--- config.mk ---
export PLATFORM = sky130hd
export DESIGN_NAME = color_key_sprite_blitter_flat
export DESIGN_NICKNAME = d
export VERILOG_FILES = /design/src/rtl/core/ckb_pkg.sv /design/src/rtl/core/ckb_if.sv /design/src/rtl/core/ckb_seq.sv /design/src/rtl/core/color_key_sprite_blitter.sv /design/src/flat_wrapper.sv
export SDC_FILE = /design/constraint.sdc
export NUM_CORES = 1
export LEC_CHECK = 0
export BUFFER_PORTS_ARGS = -buffer_cell sky130_fd_sc_hd__buf_4
export CAP_MARGIN = 10
export CORE_ASPECT_RATIO = 0.8
export CORE_MARGIN = 1.5
export CORE_UTILIZATION = 53
export CTS_CLUSTER_DIAMETER = 120
export DETAILED_ROUTE_END_ITERATION = 7
export GPL_TIMING_DRIVEN = 0
export HOLD_SLACK_MARGIN = 0.06
export MAX_ROUTING_LAYER = met4
export PLACE_DENSITY = 0.66
export SYNTH_ARGS = -nofsm -noshare
export SYNTH_HDL_FRONTEND = slang
export SYNTH_SLANG_ARGS = --single-unit
export TNS_END_PERCENT = 30
--- constraint.sdc ---
create_clock -name clock -period 5.5 [get_ports clock]
set_clock_uncertainty 0.15 [all_clocks]
set_input_delay 0.275 -clock clock [delete_from_list [all_inputs] [get_ports clock]]
set_output_delay 0.275 -clock clock [all_outputs]
set_load 0.005 [all_outputs]
--- src/rtl/core/ckb_pkg.sv ---
// Types and constants shared by the sprite blitter modules.
`timescale 1ns / 1ps

package ckb_pkg;

   localparam int WORD_W    = 16;
   localparam int FB_ADDR_W = 17;
   localparam int POS_W     = 11;
   localparam int CSR_IDX_W = 3;
   // Screen coordinate before clipping: 11-bit signed origin plus two 16-bit terms.
   localparam int SX_W      = 19;

   localparam logic [WORD_W-1:0] KEY_RESET = 16'h4FE0;

   // Configuration register indexes.
   localparam logic [CSR_IDX_W-1:0] CSR_POS_X     = 3'd0;
   localparam logic [CSR_IDX_W-1:0] CSR_POS_Y     = 3'd1;
   localparam logic [CSR_IDX_W-1:0] CSR_WIN_X0    = 3'd2;
   localparam logic [CSR_IDX_W-1:0] CSR_WIN_Y0    = 3'd3;
   localparam logic [CSR_IDX_W-1:0] CSR_WIN_X1    = 3'd4;
   localparam logic [CSR_IDX_W-1:0] CSR_WIN_Y1    = 3'd5;
   localparam logic [CSR_IDX_W-1:0] CSR_MIRROR    = 3'd6;
   localparam logic [CSR_IDX_W-1:0] CSR_KEY_COLOR = 3'd7;

   typedef enum logic [2:0] {
      PH_WIDTH  = 3'd0,
      PH_HEIGHT = 3'd1,
      PH_OFF_X  = 3'd2,
      PH_OFF_Y  = 3'd3,
      PH_PIXELS = 3'd4
   } ckb_phase_type;

   // Stream position and sprite header as seen by the pixel datapath.
   typedef struct packed {
      logic              pixel;
      logic [WORD_W-1:0] width;
      logic [WORD_W-1:0] height;
      logic [WORD_W-1:0] off_x;
      logic [WORD_W-1:0] off_y;
      logic [WORD_W-1:0] col;
      logic [WORD_W-1:0] row;
   } ckb_pos_type;

endpackage

--- src/rtl/core/ckb_if.sv ---
// Valid/ready channel interfaces of the sprite blitter.
`timescale 1ns / 1ps

interface ckb_req_if import ckb_pkg::*; ();
   logic              valid;
   logic              ready;
   logic [WORD_W-1:0] pixel_word;

   modport source (output valid, output pixel_word, input ready);
   modport sink   (input valid, input pixel_word, output ready);
endinterface

interface ckb_rsp_if import ckb_pkg::*; ();
   logic                 valid;
   logic                 ready;
   logic [FB_ADDR_W-1:0] fb_address;
   logic [WORD_W-1:0]    color;

   modport source (output valid, output fb_address, output color, input ready);
   modport sink   (input valid, input fb_address, input color, output ready);
endinterface

interface ckb_csr_if import ckb_pkg::*; ();
   logic                 valid;
   logic                 ready;
   logic [CSR_IDX_W-1:0] index;
   logic [WORD_W-1:0]    data;

   modport source (output valid, output index, output data, input ready);
   modport sink   (input valid, input index, input data, output ready);
endinterface

--- src/rtl/core/ckb_seq.sv ---
// Sprite stream sequencer: header capture and pixel column/row counters.
`timescale 1ns / 1ps

module ckb_seq import ckb_pkg::*; (
   input  logic              clock,
   input  logic              reset,
   input  logic              beat,
   input  logic [WORD_W-1:0] word,
   output ckb_pos_type       pos
);

   ckb_phase_type     phase_ff, phase_in;
   logic [WORD_W-1:0] width_ff, width_in;
   logic [WORD_W-1:0] height_ff, height_in;
   logic [WORD_W-1:0] off_x_ff, off_x_in;
   logic [WORD_W-1:0] off_y_ff, off_y_in;
   logic [WORD_W-1:0] col_ff, col_in;
   logic [WORD_W-1:0] row_ff, row_in;

   logic              row_end;
   logic [WORD_W-1:0] row_step;
   logic              sprite_end;
   logic              empty_sprite;

   // Compared in one extra bit so that a full-width column count cannot wrap.
   assign row_end      = ({1'b0, col_ff} + (WORD_W+1)'(1)) >= {1'b0, width_ff};
   assign row_step     = row_ff + WORD_W'(1);
   assign sprite_end   = row_end && (row_step >= height_ff);
   assign empty_sprite = (width_ff == '0) || (height_ff == '0);

   always_comb begin
      phase_in = phase_ff;
      if (beat) begin
         case (phase_ff)
            PH_WIDTH:  phase_in = PH_HEIGHT;
            PH_HEIGHT: phase_in = PH_OFF_X;
            PH_OFF_X:  phase_in = PH_OFF_Y;
            PH_OFF_Y:  phase_in = empty_sprite ? PH_WIDTH : PH_PIXELS;
            PH_PIXELS: phase_in = sprite_end ? PH_WIDTH : PH_PIXELS;
            default:   phase_in = PH_WIDTH;
         endcase
      end
   end

   always_comb begin
      width_in  = width_ff;
      height_in = height_ff;
      off_x_in  = off_x_ff;
      off_y_in  = off_y_ff;
      col_in    = col_ff;
      row_in    = row_ff;
      if (beat) begin
         case (phase_ff)
            PH_WIDTH:  width_in  = word;
            PH_HEIGHT: height_in = word;
            PH_OFF_X:  off_x_in  = word;
            PH_OFF_Y: begin
               off_y_in = word;
               col_in   = '0;
               row_in   = '0;
            end
            PH_PIXELS: begin
               if (row_end) begin
                  col_in = '0;
                  row_in = sprite_end ? '0 : row_step;
               end else begin
                  col_in = col_ff + WORD_W'(1);
               end
            end
            default: ;
         endcase
      end
   end

   always_comb begin
      pos.pixel  = (phase_ff == PH_PIXELS);
      pos.width  = width_ff;
      pos.height = height_ff;
      pos.off_x  = off_x_ff;
      pos.off_y  = off_y_ff;
      pos.col    = col_ff;
      pos.row    = row_ff;
   end

   always_ff @(posedge clock) begin
      if (reset) begin
         phase_ff  <= PH_WIDTH;
         width_ff  <= '0;
         height_ff <= '0;
         off_x_ff  <= '0;
         off_y_ff  <= '0;
         col_ff    <= '0;
         row_ff    <= '0;
      end else begin
         phase_ff  <= phase_in;
         width_ff  <= width_in;
         height_ff <= height_in;
         off_x_ff  <= off_x_in;
         off_y_ff  <= off_y_in;
         col_ff    <= col_in;
         row_ff    <= row_in;
      end
   end

endmodule

--- src/rtl/core/color_key_sprite_blitter.sv ---
// Top level of the color-key sprite blitter.
`timescale 1ns / 1ps

// The sprite arrives on req_bus as 16-bit beats: width, height, x offset and
// y offset, then width*height RGB565 pixels in row-major order. Every pixel
// that lies inside the configured window, differs from the key color and lands
// on the screen leaves as one beat on rsp_bus carrying the frame-buffer index
// (row * SCREEN_WIDTH + column) and the color. Header beats and dropped pixels
// produce nothing.
// Configuration registers are written through csr_bus, which is always ready;
// write them only while no sprite pixels are in flight.
// Throughput is one beat per cycle while the receiver does not stall. A drawn
// pixel is registered in the middle stage after the window, key and clipping
// checks, then in the output register with the constant multiply-add address.
// When the receiver stalls, the output register holds its beat and the middle
// stage keeps one more; req_bus.ready drops only once both are full, and
// nothing is lost or repeated.
// Synchronous reset returns the stream parser to expecting a width header,
// empties the pipeline and resets every configuration register.

module color_key_sprite_blitter import ckb_pkg::*; #(
   parameter int SCREEN_WIDTH  = 396,
   parameter int SCREEN_HEIGHT = 224
) (
   input  logic      clock,
   input  logic      reset,
   ckb_req_if.sink   req_bus,
   ckb_rsp_if.source rsp_bus,
   ckb_csr_if.sink   csr_bus
);

   localparam int COL_W  = $clog2(SCREEN_WIDTH);
   localparam int ROW_W  = $clog2(SCREEN_HEIGHT);
   localparam int SW_W   = $clog2(SCREEN_WIDTH + 1);
   localparam int SUM_W  = ROW_W + SW_W + 1;
   localparam int CALC_W = (SUM_W > FB_ADDR_W) ? SUM_W : FB_ADDR_W;

   // Configuration registers.
   logic [POS_W-1:0]  pos_x_ff, pos_y_ff;
   logic [WORD_W-1:0] win_x0_ff, win_y0_ff, win_x1_ff, win_y1_ff;
   logic              mirror_ff;
   logic [WORD_W-1:0] key_color_ff;

   // Pipeline registers.
   logic              s1_valid_ff, s1_valid_in;
   logic [COL_W-1:0]  s1_col_ff;
   logic [ROW_W-1:0]  s1_row_ff;
   logic [WORD_W-1:0] s1_color_ff;
   logic                 rsp_valid_ff, rsp_valid_in;
   logic [FB_ADDR_W-1:0] rsp_addr_ff, rsp_addr_in;
   logic [WORD_W-1:0]    rsp_color_ff;

   ckb_pos_type       pos;
   logic              req_beat;
   logic              out_free;
   logic              s1_free;
   logic [WORD_W-1:0] dcol, xend, yend;
   logic              in_window;
   logic [SX_W-1:0]   sx, sy;
   logic              on_screen;
   logic              draw;
   logic [CALC_W-1:0] addr_full;

   assign csr_bus.ready = 1'b1;

   always_ff @(posedge clock) begin
      if (reset) begin
         pos_x_ff     <= '0;
         pos_y_ff     <= '0;
         win_x0_ff    <= '0;
         win_y0_ff    <= '0;
         win_x1_ff    <= '1;
         win_y1_ff    <= '1;
         mirror_ff    <= 1'b0;
         key_color_ff <= KEY_RESET;
      end else if (csr_bus.valid) begin
         case (csr_bus.index)
            CSR_POS_X:     pos_x_ff     <= csr_bus.data[POS_W-1:0];
            CSR_POS_Y:     pos_y_ff     <= csr_bus.data[POS_W-1:0];
            CSR_WIN_X0:    win_x0_ff    <= csr_bus.data;
            CSR_WIN_Y0:    win_y0_ff    <= csr_bus.data;
            CSR_WIN_X1:    win_x1_ff    <= csr_bus.data;
            CSR_WIN_Y1:    win_y1_ff    <= csr_bus.data;
            CSR_MIRROR:    mirror_ff    <= csr_bus.data[0];
            CSR_KEY_COLOR: key_color_ff <= csr_bus.data;
            default: ;
         endcase
      end
   end

   // Handshake: the middle stage may take a beat when it is empty or drains
   // into the output register in the same cycle.
   assign out_free      = !rsp_valid_ff || rsp_bus.ready;
   assign s1_free       = !s1_valid_ff || out_free;
   assign req_bus.ready = !reset && s1_free;
   assign req_beat      = req_bus.valid && req_bus.ready;

   ckb_seq u_seq (
      .clock (clock),
      .reset (reset),
      .beat  (req_beat),
      .word  (req_bus.pixel_word),
      .pos   (pos)
   );

   // Window and key test. In mirror mode the drawn column counts from the
   // right edge of the sprite.
   assign dcol = mirror_ff ? (pos.width - WORD_W'(1) - pos.col) : pos.col;
   assign xend = (win_x1_ff < pos.width)  ? win_x1_ff : pos.width;
   assign yend = (win_y1_ff < pos.height) ? win_y1_ff : pos.height;
   assign in_window = (dcol >= win_x0_ff) && (dcol < xend) &&
                      (pos.row >= win_y0_ff) && (pos.row < yend);

   // Screen position: signed origin plus unsigned offset and sprite position.
   assign sx = {{(SX_W-POS_W){pos_x_ff[POS_W-1]}}, pos_x_ff} +
               SX_W'(pos.off_x) + SX_W'(dcol);
   assign sy = {{(SX_W-POS_W){pos_y_ff[POS_W-1]}}, pos_y_ff} +
               SX_W'(pos.off_y) + SX_W'(pos.row);
   assign on_screen = !sx[SX_W-1] && (sx < SX_W'(SCREEN_WIDTH)) &&
                      !sy[SX_W-1] && (sy < SX_W'(SCREEN_HEIGHT));

   assign draw = pos.pixel && in_window && on_screen &&
                 (req_bus.pixel_word != key_color_ff);

   assign s1_valid_in = (s1_valid_ff && !out_free) || (req_beat && draw);

   always_ff @(posedge clock) begin
      if (reset) begin
         s1_valid_ff <= 1'b0;
      end else begin
         s1_valid_ff <= s1_valid_in;
      end
   end

   always_ff @(posedge clock) begin
      if (req_beat) begin
         s1_col_ff   <= sx[COL_W-1:0];
         s1_row_ff   <= sy[ROW_W-1:0];
         s1_color_ff <= req_bus.pixel_word;
      end
   end

   // Frame-buffer index: a multiply by the screen width constant and one add.
   assign addr_full = CALC_W'(s1_row_ff) * CALC_W'(SCREEN_WIDTH) + CALC_W'(s1_col_ff);
   assign rsp_addr_in  = addr_full[FB_ADDR_W-1:0];
   assign rsp_valid_in = s1_valid_ff || (rsp_valid_ff && !rsp_bus.ready);

   always_ff @(posedge clock) begin
      if (reset) begin
         rsp_valid_ff <= 1'b0;
      end else begin
         rsp_valid_ff <= rsp_valid_in;
      end
   end

   always_ff @(posedge clock) begin
      if (s1_valid_ff && out_free) begin
         rsp_addr_ff  <= rsp_addr_in;
         rsp_color_ff <= s1_color_ff;
      end
   end

   assign rsp_bus.valid      = rsp_valid_ff;
   assign rsp_bus.fb_address = rsp_addr_ff;
   assign rsp_bus.color      = rsp_color_ff;

endmodule

--- src/flat_wrapper.sv ---
// flat-port wrapper written by rule: the top's interface ports become plain ports
module color_key_sprite_blitter_flat import ckb_pkg::*;
#(
   parameter int SCREEN_WIDTH  = 396,
   parameter int SCREEN_HEIGHT = 224
)
  (clock, reset, req_bus_valid, req_bus_pixel_word, req_bus_ready, rsp_bus_valid, rsp_bus_fb_address, rsp_bus_color, rsp_bus_ready, csr_bus_valid, csr_bus_index, csr_bus_data, csr_bus_ready);
  ckb_req_if req_bus_i ();
  ckb_rsp_if rsp_bus_i ();
  ckb_csr_if csr_bus_i ();
  input  logic clock;
  input  logic reset;
  input wire logic [$bits(req_bus_i.valid)-1:0] req_bus_valid;
  input wire logic [$bits(req_bus_i.pixel_word)-1:0] req_bus_pixel_word;
  output wire logic [$bits(req_bus_i.ready)-1:0] req_bus_ready;
  output wire logic [$bits(rsp_bus_i.valid)-1:0] rsp_bus_valid;
  output wire logic [$bits(rsp_bus_i.fb_address)-1:0] rsp_bus_fb_address;
  output wire logic [$bits(rsp_bus_i.color)-1:0] rsp_bus_color;
  input wire logic [$bits(rsp_bus_i.ready)-1:0] rsp_bus_ready;
  input wire logic [$bits(csr_bus_i.valid)-1:0] csr_bus_valid;
  input wire logic [$bits(csr_bus_i.index)-1:0] csr_bus_index;
  input wire logic [$bits(csr_bus_i.data)-1:0] csr_bus_data;
  output wire logic [$bits(csr_bus_i.ready)-1:0] csr_bus_ready;
  assign req_bus_i.valid = req_bus_valid;
  assign req_bus_i.pixel_word = req_bus_pixel_word;
  assign req_bus_ready = req_bus_i.ready;
  assign rsp_bus_valid = rsp_bus_i.valid;
  assign rsp_bus_fb_address = rsp_bus_i.fb_address;
  assign rsp_bus_color = rsp_bus_i.color;
  assign rsp_bus_i.ready = rsp_bus_ready;
  assign csr_bus_i.valid = csr_bus_valid;
  assign csr_bus_i.index = csr_bus_index;
  assign csr_bus_i.data = csr_bus_data;
  assign csr_bus_ready = csr_bus_i.ready;
  color_key_sprite_blitter #(.SCREEN_WIDTH(SCREEN_WIDTH), .SCREEN_HEIGHT(SCREEN_HEIGHT)) u_core (.clock(clock), .reset(reset), .req_bus(req_bus_i), .rsp_bus(rsp_bus_i), .csr_bus(csr_bus_i));
endmodule
==> results of run 1 <==
## cell families after synthesis
| family | Yosys count | synth area share, % |
|---|---|---|
| and+or+nand+nor | 766 | 19.4 |
| AOI/OAI and AO/OA | 550 | 18.5 |
| DFF | 270 | 32.0 |
| adders and majority gates | 262 | 17.6 |
| buffers and inverters | 223 | 4.62 |
| xor gates and xnor gates | 121 | 5.73 |
| muxes | 40 | 2.18 |
| other | 1 | 0.0198 |
## cell usage in the layout (no fill, tap or decap), types with 70 or more instances in the layout
| cell type | n |
|---|---|
| sky130_fd_sc_hd__inv_1 | 140 |
| sky130_fd_sc_hd__dfxtp_1 | 197 |
| sky130_fd_sc_hd__nor2_1 | 125 |
| sky130_fd_sc_hd__xnor2_1 | 73 |
| sky130_fd_sc_hd__a21oi_1 | 250 |
| sky130_fd_sc_hd__ha_1 | 234 |
| sky130_fd_sc_hd__buf_4 | 77 |
| sky130_fd_sc_hd__o21ai_0 | 70 |
| sky130_fd_sc_hd__nand2_1 | 332 |
## worst max-delay path, cell delays in order, from the launching register on
cell and delay (ns):
sky130_fd_sc_hd__dfxtp_2 0.38, sky130_fd_sc_hd__inv_1 0.08, sky130_fd_sc_hd__ha_1 0.23, sky130_fd_sc_hd__fa_1 0.44, sky130_fd_sc_hd__a21oi_2 0.24, sky130_fd_sc_hd__o21ai_0 0.13
sky130_fd_sc_hd__a21oi_1 0.18, sky130_fd_sc_hd__o21bai_1 0.09, sky130_fd_sc_hd__a21oi_1 0.23, sky130_fd_sc_hd__o21bai_1 0.09, sky130_fd_sc_hd__a21oi_1 0.20, sky130_fd_sc_hd__xnor2_1 0.14
sky130_fd_sc_hd__nand2_1 0.08, sky130_fd_sc_hd__o21ai_2 0.15, sky130_fd_sc_hd__ha_2 0.29, sky130_fd_sc_hd__nor2b_1 0.11, sky130_fd_sc_hd__a32oi_1 0.17, sky130_fd_sc_hd__nand3_1 0.10
sky130_fd_sc_hd__nor4_2 0.25, sky130_fd_sc_hd__nand4_1 0.16, sky130_fd_sc_hd__nor4_2 0.19, sky130_fd_sc_hd__nand4_1 0.20, sky130_fd_sc_hd__nor4_2 0.21, sky130_fd_sc_hd__o2111a_1 0.22
sky130_fd_sc_hd__and4bb_1 0.21, sky130_fd_sc_hd__o2111ai_2 0.18, sky130_fd_sc_hd__o21ai_2 0.11
## power by group through the flow
stage / registers, mW / clock network [mW] / logic [mW]
final: 2.13 / 2.24 / 0.853
after CTS: 2.13 / 2.26 / 0.832
after detailed placement: 2.17 / 0 / 0.786
after global placement: 2.17 / 0 / 0.772
after global routing: 2.13 / 2.35 / 0.934
after floorplan: 2.16 / 0 / 0.548
## layer usage
metal	vias up	share of wire [%]
li1	8230	-
met1	8081	47
met2	662	40
met3	101	9.6
met4	0	3.5
met5	-	0
## final timing paths
path / from / to / slack, ns / depth (start not counted)
setup / recovery: u_core.u_seq.col_ff[0] / u_core.s1_valid_ff / 0.21 / 26
hold / removal: csr_bus_index[1] / u_core.key_color_ff[3] / 0.15 / 5
setup reg to reg: u_core.u_seq.col_ff[0] / u_core.s1_valid_ff / 0.21 / 26
hold reg to reg: u_core.s1_color_ff[10] / u_core.rsp_bus.color[10] / 0.27 / 0
## layout make-up
cell class / count / area [µm²]
Timing Repair Buffer: 111 / 942
Clock inverter: 19 / 303
Inverter: 143 / 537
Fill cell: 3093 / 13100
Sequential cell: 270 / 6070
Clock buffer: 35 / 788
Tap cell: 472 / 591
Multi-Input combinational cell: 1740 / 12300
Antenna cell: 2 / 5.00
Buffer: 79 / 342
## stage by stage
stage	power [mW]	cell area, µm²	util (%)
2_1_floorplan	2.70	19000	-
3_3_place_gp	2.94	20100	57.3
3_5_place_dp	2.96	20100	57.5
4_1_cts	5.22	21800	62.3
5_1_grt	5.42	21900	62.5
6_report	5.23	21900	62.5
## timing repair
action,in CTS,in global routing
cloned,0,0
pin swaps,10,8
setup buffers,4,0
setup endpoints to repair,1,1
hold buffers,34,0
resized for setup,49,23
hold endpoints to repair,178,0
==> impl_metrics.sql, run 1 <==
INSERT INTO impl_metrics (metric_group, metric, value, unit) VALUES
('cts', 'cts_made_buffers', '29', ''),
('routing', 'route.vias.total', '17100', ''),
('outcome', 'outcome', 'finished, final reports clean', ''),
('global_routing', 'grt_use_met1', '47.0', '%'),
('routing', 'detail_route.drc_violations', '0', ''),
('pwr', 'power.leakage', '8.92', 'nW'),
('logic_synthesis', 'synth.avg_cell_area', '8.49', 'µm²'),
('floorplanning', 'start_util', '54.1', '%'),
('global_routing', 'met2_usage', '48.8', '%'),
('logic_synthesis', 'post_synth_instance_area', '0.0190', 'mm²'),
('sta', 'fmax', '0.189', 'GHz'),
('pwr', 'pwr_density_cell', '239', 'mW/mm²'),
('logic_synthesis', 'number_of_enable_type_register_cells_in_the_synthesized_netlist', '66', ''),
('cts', 'clock-root-buffer', 'sky130_fd_sc_hd__clkbuf_16', ''),
('sta', 'timing.setup.tns', '0', 'ns'),
('critical_path', 'critPathCaptureType', 'flip-flop', ''),
('floorplanning', 'core-area', '0.0350', 'mm²'),
('global_routing', 'grtUsageMet3', '6.91', '%'),
('place', 'gpl.final_weighted_congestion', '0.988', ''),
('floorplanning', 'design.die.area', '0.0369', 'mm²'),
('cells_and_area', 'drive_gt1_share', '10.1', '%'),
('floorplanning', 'core_rows', '61', ''),
('floorplanning', 'design.portCount', '76', ''),
('sta', 'final-max-slew-violation-count', '0', ''),
('routing', 'drt-initial-drc-count', '1632', ''),
('critical_path', 'critPathArrivalTime', '5.64', 'ns'),
('logic_synthesis', 'synth-seq-cells', '270', ''),
('critical_path', 'timing.critical_path.fanout_max', '5', ''),
('logic_synthesis', 'async_flop_share', '0', '%'),
('critical_path', 'cp-start-kind', 'flip-flop', ''),
('cts', 'clk_latency', '0.58', 'ns'),
('global_routing', 'grt_first_pass_wirelength', '91600', 'µm'),
('pwr', 'power.combinational.fraction', '16.3', '%'),
('cts', 'tritoncts_clock_tree', 'done', ''),
('floorplanning', 'die_w', '215', 'µm'),
('routing', 'antenna_left', '0', ''),
('cts', 'htree_levels', '1', ''),
('global_routing', 'top_usage_layer', 'met2', ''),
('logic_synthesis', 'postSynthNetCount', '2531', ''),
('place', 'port-buffer-count', '70', ''),
('sta', 'finalCriticalPeriod', '5.29', 'ns'),
('sta', 'setup_ws', '0.208', 'ns'),
('floorplanning', 'floorplan.die.height', '172', 'µm'),
('sta', 'worst_hold_slack', '0.153', 'ns'),
('routing', 'via_density_per_instance', '5.95', ''),
('sta', 'finalHoldViolCount', '0', ''),
('place', 'hpwlAfterDp', '47000', 'µm'),
('cells_and_area', 'fin_nets', '2672', ''),
('routing', 'count_of_tritonroute_iterations_in_the_first_routing_pass', '6', ''),
('logic_synthesis', 'synth.top_cells.by_count', 'sky130_fd_sc_hd__nand2_1 (333), sky130_fd_sc_hd__a21oi_1 (255), sky130_fd_sc_hd__ha_1 (248)', ''),
('sta', 'slew-limit-headroom', '26.6', '%'),
('global_routing', 'track_usage', '33.8', '%'),
('logic_synthesis', 'yosysWarningCount', '0', ''),
('sta', 'worst_slew_pin_slew', '1.09', 'ns'),
('logic_synthesis', 'yosys.cell_count.top_type', 'sky130_fd_sc_hd__nand2_1', ''),
('logic_synthesis', 'synth.distinct_cells', '107', ''),
('cts', 'cts_sinks', '270', ''),
('logic_synthesis', 'synthTopCellsByArea', 'sky130_fd_sc_hd__dfxtp_1 (22%), sky130_fd_sc_hd__ha_1 (16%), sky130_fd_sc_hd__edfxtp_1 (10%)', ''),
('global_routing', 'grt_ovf', '0', ''),
('pwr', 'fraction_of_power_consumed_by_the_clock_network', '42.9', '%'),
('logic_synthesis', 'ys_seq_area_share', '32.0', '%'),
('cells_and_area', 'synthToLayoutAreaGrowth', '15.5', '%'),
('critical_path', 'critical_path_class', 'reg2reg', ''),
('critical_path', 'req_time_crit_path', '5.85', 'ns'),
('pwr', 'switchingPower', '1.44', 'mW'),
('job', 'max_capacitance_violation_count', '0', ''),
('pwr', 'max-vdd-ir-drop', '243', 'µV'),
('logic_synthesis', 'netlist.area_leader.share', '21.5', '%'),
('logic_synthesis', 'postSynthCellCount', '2233', ''),
('global_routing', 'number_of_antenna_violations_at_the_first_check_in_global_routing', '4', ''),
('cts', 'cts.path.max_buffers', '3', '');
(Power assumes the default switching activity.)
==> run 2: changes to the inputs <==
- CTS_BUF_LIST: unset -> sky130_fd_sc_hd__clkbuf_4 sky130_fd_sc_hd__clkbuf_8 sky130_fd_sc_hd__clkbuf_16
- MAX_ROUTING_LAYER: met4 -> unset
==> impl_metrics.sql, run 2 (same netlist as run 1, synthesis figures left out) <==
INSERT INTO impl_metrics (metric_group, metric, value, unit) VALUES
('sta', 'slew-limit-headroom', '6.21', '%'),
('sta', 'finalSetupViolCount', '0', ''),
('cells_and_area', 'final_util', '63.4', '%'),
('cells_and_area', 'layout.cells.most_common', 'sky130_fd_sc_hd__nand2_1', ''),
('cells_and_area', 'synthToLayoutAreaGrowth', '17.2', '%'),
('pwr', 'fraction_of_power_consumed_by_the_clock_network', '42.2', '%'),
('routing', 'drt_wl_total', '61900', 'µm'),
('routing', 'count_of_tritonroute_iterations_in_the_first_routing_pass', '6', ''),
('floorplanning', 'core-area', '0.0350', 'mm²'),
('place', 'placed_cell_area', '0.0201', 'mm²'),
('cts', 'htree_levels', '1', ''),
('cells_and_area', 'drive_gt1_share', '12.6', '%'),
('floorplanning', 'core_rows', '61', ''),
('global_routing', 'grt_pass1_vias', '15800', ''),
('floorplanning', 'die_w', '215', 'µm'),
('floorplanning', 'start_util', '54.1', '%'),
('critical_path', 'cp_slowest_stage_delay', '0.59', 'ns'),
('floorplanning', 'design.portCount', '76', ''),
('cells_and_area', 'post-route-cell-area', '0.0222', 'mm²'),
('global_routing', 'number_of_antenna_violations_at_the_first_check_in_global_routing', '0', ''),
('cts', 'clkTransAtPathRegs', '0.06', 'ns'),
('pwr', 'power.switching_fraction', '27.2', '%'),
('place', 'hpwlAfterDp', '47200', 'µm'),
('routing', 'detail_route.drc_violations', '0', ''),
('routing', 'via_density_per_instance', '5.98', ''),
('global_routing', 'grt_first_pass_wirelength', '92100', 'µm'),
('sta', 'finalHoldViolCount', '0', ''),
('cells_and_area', 'multi_input_comb_area', '0.0126', 'mm²'),
('place', 'dp_slack', '-0.302', 'ns'),
('pwr', 'totalPowerFinal', '5.21', 'mW'),
('routing', 'antenna_left', '0', ''),
('sta', 'fmax', '0.182', 'GHz'),
('critical_path', 'timing.critical_path.fanout_max', '5', ''),
('cts', 'cts_sinks', '270', ''),
('sta', 'worst_slew_pin_slew', '1.39', 'ns'),
('cells_and_area', 'fin_nets', '2683', ''),
('place', 'gpl.final_weighted_congestion', '0.999', ''),
('min_path', 'min-delay-path-class', 'in2reg', ''),
('sta', 'final-max-slew-violation-count', '0', ''),
('pwr', 'cellInternalPower', '3.79', 'mW'),
('cts', 'tritoncts_clock_tree', 'done', ''),
('critical_path', 'req_time_crit_path', '5.84', 'ns'),
('outcome', 'outcome', 'finished, final reports clean', ''),
('cells_and_area', 'most-common-layout-cells', 'sky130_fd_sc_hd__nand2_1 (332), sky130_fd_sc_hd__a21oi_1 (239), sky130_fd_sc_hd__ha_1 (227)', ''),
('pwr', 'max-vdd-ir-drop', '231', 'µV'),
('cts', 'cts_made_buffers', '28', ''),
('global_routing', 'grt_start_max_net_pins', '34', ''),
('routing', 'route.vias.total', '17200', ''),
('cells_and_area', 'area.sequential', '0.00611', 'mm²'),
('cells_and_area', 'largest_register_ff_count', '17', ''),
('job', 'max_capacitance_violation_count', '0', ''),
('critical_path', 'critical_path_class', 'reg2reg', ''),
('sta', 'grt_setup_unrepaired', 'true', ''),
('pwr', 'pwr_density_cell', '234', 'mW/mm²'),
('sta', 'setup_ws', '0.00834', 'ns'),
('pwr', 'power.combinational.fraction', '16.9', '%'),
('sta', 'worst_hold_slack', '0.104', 'ns'),
('critical_path', 'timing.critical_path.slowest_stage_cell', 'sky130_fd_sc_hd__ha_1', ''),
('pwr', 'switchingPower', '1.42', 'mW'),
('critical_path', 'critPathCaptureType', 'flip-flop', ''),
('pwr', 'power.leakage', '9.02', 'nW'),
('global_routing', 'track_usage', '33.0', '%'),
('cts', 'cts.path.max_buffers', '3', ''),
('pwr', 'share_seq_of_total_power', '40.9', '%'),
('global_routing', 'grt_ovf', '0', ''),
('routing', 'wl_per_cell', '21.5', 'µm'),
('cts', 'clock-root-buffer', 'sky130_fd_sc_hd__clkbuf_16', ''),
('cts', 'clk_latency', '0.57', 'ns'),
('place', 'port-buffer-count', '70', ''),
('critical_path', 'crit_top_cell', 'sky130_fd_sc_hd__o21ai_0', ''),
('sta', 'finalCriticalPeriod', '5.49', 'ns'),
('routing', 'drt-initial-drc-count', '1623', ''),
('critical_path', 'crit_path_cell_trace', 'inv_2 > ha_2 > fa_2 > a21oi_2 > o21ai_0 > a21oi_2 > buf_4 > xnor2_1 > nand2_1 > o21ai_0 > ha_1 > o211ai_1 > nand2_1 > o21ai_1 > o21ai_1 > o21ai_0 > nor3b_1 > o41ai_1 > nor4_2 > o2111a_1 > and4bb_1 > o2111ai_2 > o21ai_2', ''),
('floorplanning', 'design.die.area', '0.0369', 'mm²'),
('floorplanning', 'floorplan.die.height', '172', 'µm'),
('critical_path', 'critPathArrivalTime', '5.83', 'ns'),
('critical_path', 'cp-start-kind', 'flip-flop', ''),
('sta', 'layout_worst_path_cycle_share', '99.8', '%'),
('cells_and_area', 'n_fill_cell', '3036', '');
[run 2: cell types whose count changed in the layout (fill, tap and decap cells not counted), moves of 9 or more]
cell                      before  now
sky130_fd_sc_hd__a21oi_1     250  239
sky130_fd_sc_hd__a21oi_2       5   14
sky130_fd_sc_hd__buf_4        77   93
sky130_fd_sc_hd__dfxtp_1     197  184
[run 2: layer usage]
| layer | vias up | track usage, % | part of all wire [%] |
|---|---|---|---|
| met2 | 757 | 49.5 | 40 |
| met1 | 8077 | 45.8 | 45 |
| li1 | 8245 | - | - |
| met4 | 0 | 11.9 | 3.7 |
| met5 | - | 0 | 0 |
| met3 | 127 | 8.41 | 11 |
[run 2: cell type report]
cell class	instances	area share, %
antenna	1	0.0113
sequential	270	27.5
tap	472	2.66
clock inverter	15	1.20
buffer	79	1.53
multi-input combinational	1740	56.5
inverter	143	2.46
clock buffer	36	3.56
timing repair buffer	123	4.61
[run 2: timing repair]
item / in CTS / in global routing
gates resized for setup: 10 / 139
setup buffers: 3 / 17
endpoints found under the hold margin: 177 / 0
pin swaps: 5 / 46
setup endpoints to repair: 1 / 1
hold buffers: 32 / 0
[run 2: power groups by stage]
stage / sequential, mW / clock [mW] / combinational [mW]
4_1_cts: 2.13 / 2.22 / 0.817
6_report: 2.13 / 2.20 / 0.879
3_5_place_dp: 2.17 / 0 / 0.786
5_1_grt: 2.13 / 2.30 / 0.952
2_1_floorplan: 2.16 / 0 / 0.548
3_3_place_gp: 2.17 / 0 / 0.768
[run 2: worst max-delay path: cells and delay by family, from the launching register on]
kind            cells  cell delay (ns)
compound gates     12             2.59
fa+ha+maj           3             1.16
flops               1             0.37
xor+xnor            1             0.06
simple gates        5             0.87
buf+inv             2             0.19
[run 2: metrics by stage]
stage          TNS (ns)  cells
2_1_floorplan         0   2233
3_3_place_gp     -0.361   2775
3_5_place_dp     -0.302   2776
4_1_cts               0   2861
5_1_grt         -0.0371   2878
6_report              0   2879
[run 2: final timing paths]
kind,depth (start not counted),slack (ns),from,endpoint
max reg2reg,23,0.008,u_core.u_seq.col_ff[0],u_core.s1_valid_ff
min,4,0.10,csr_bus_index[2],u_core.mirror_ff
min reg2reg,0,0.27,u_core.s1_color_ff[6],u_core.rsp_bus.color[6]
max,23,0.008,u_core.u_seq.col_ff[0],u_core.s1_valid_ff
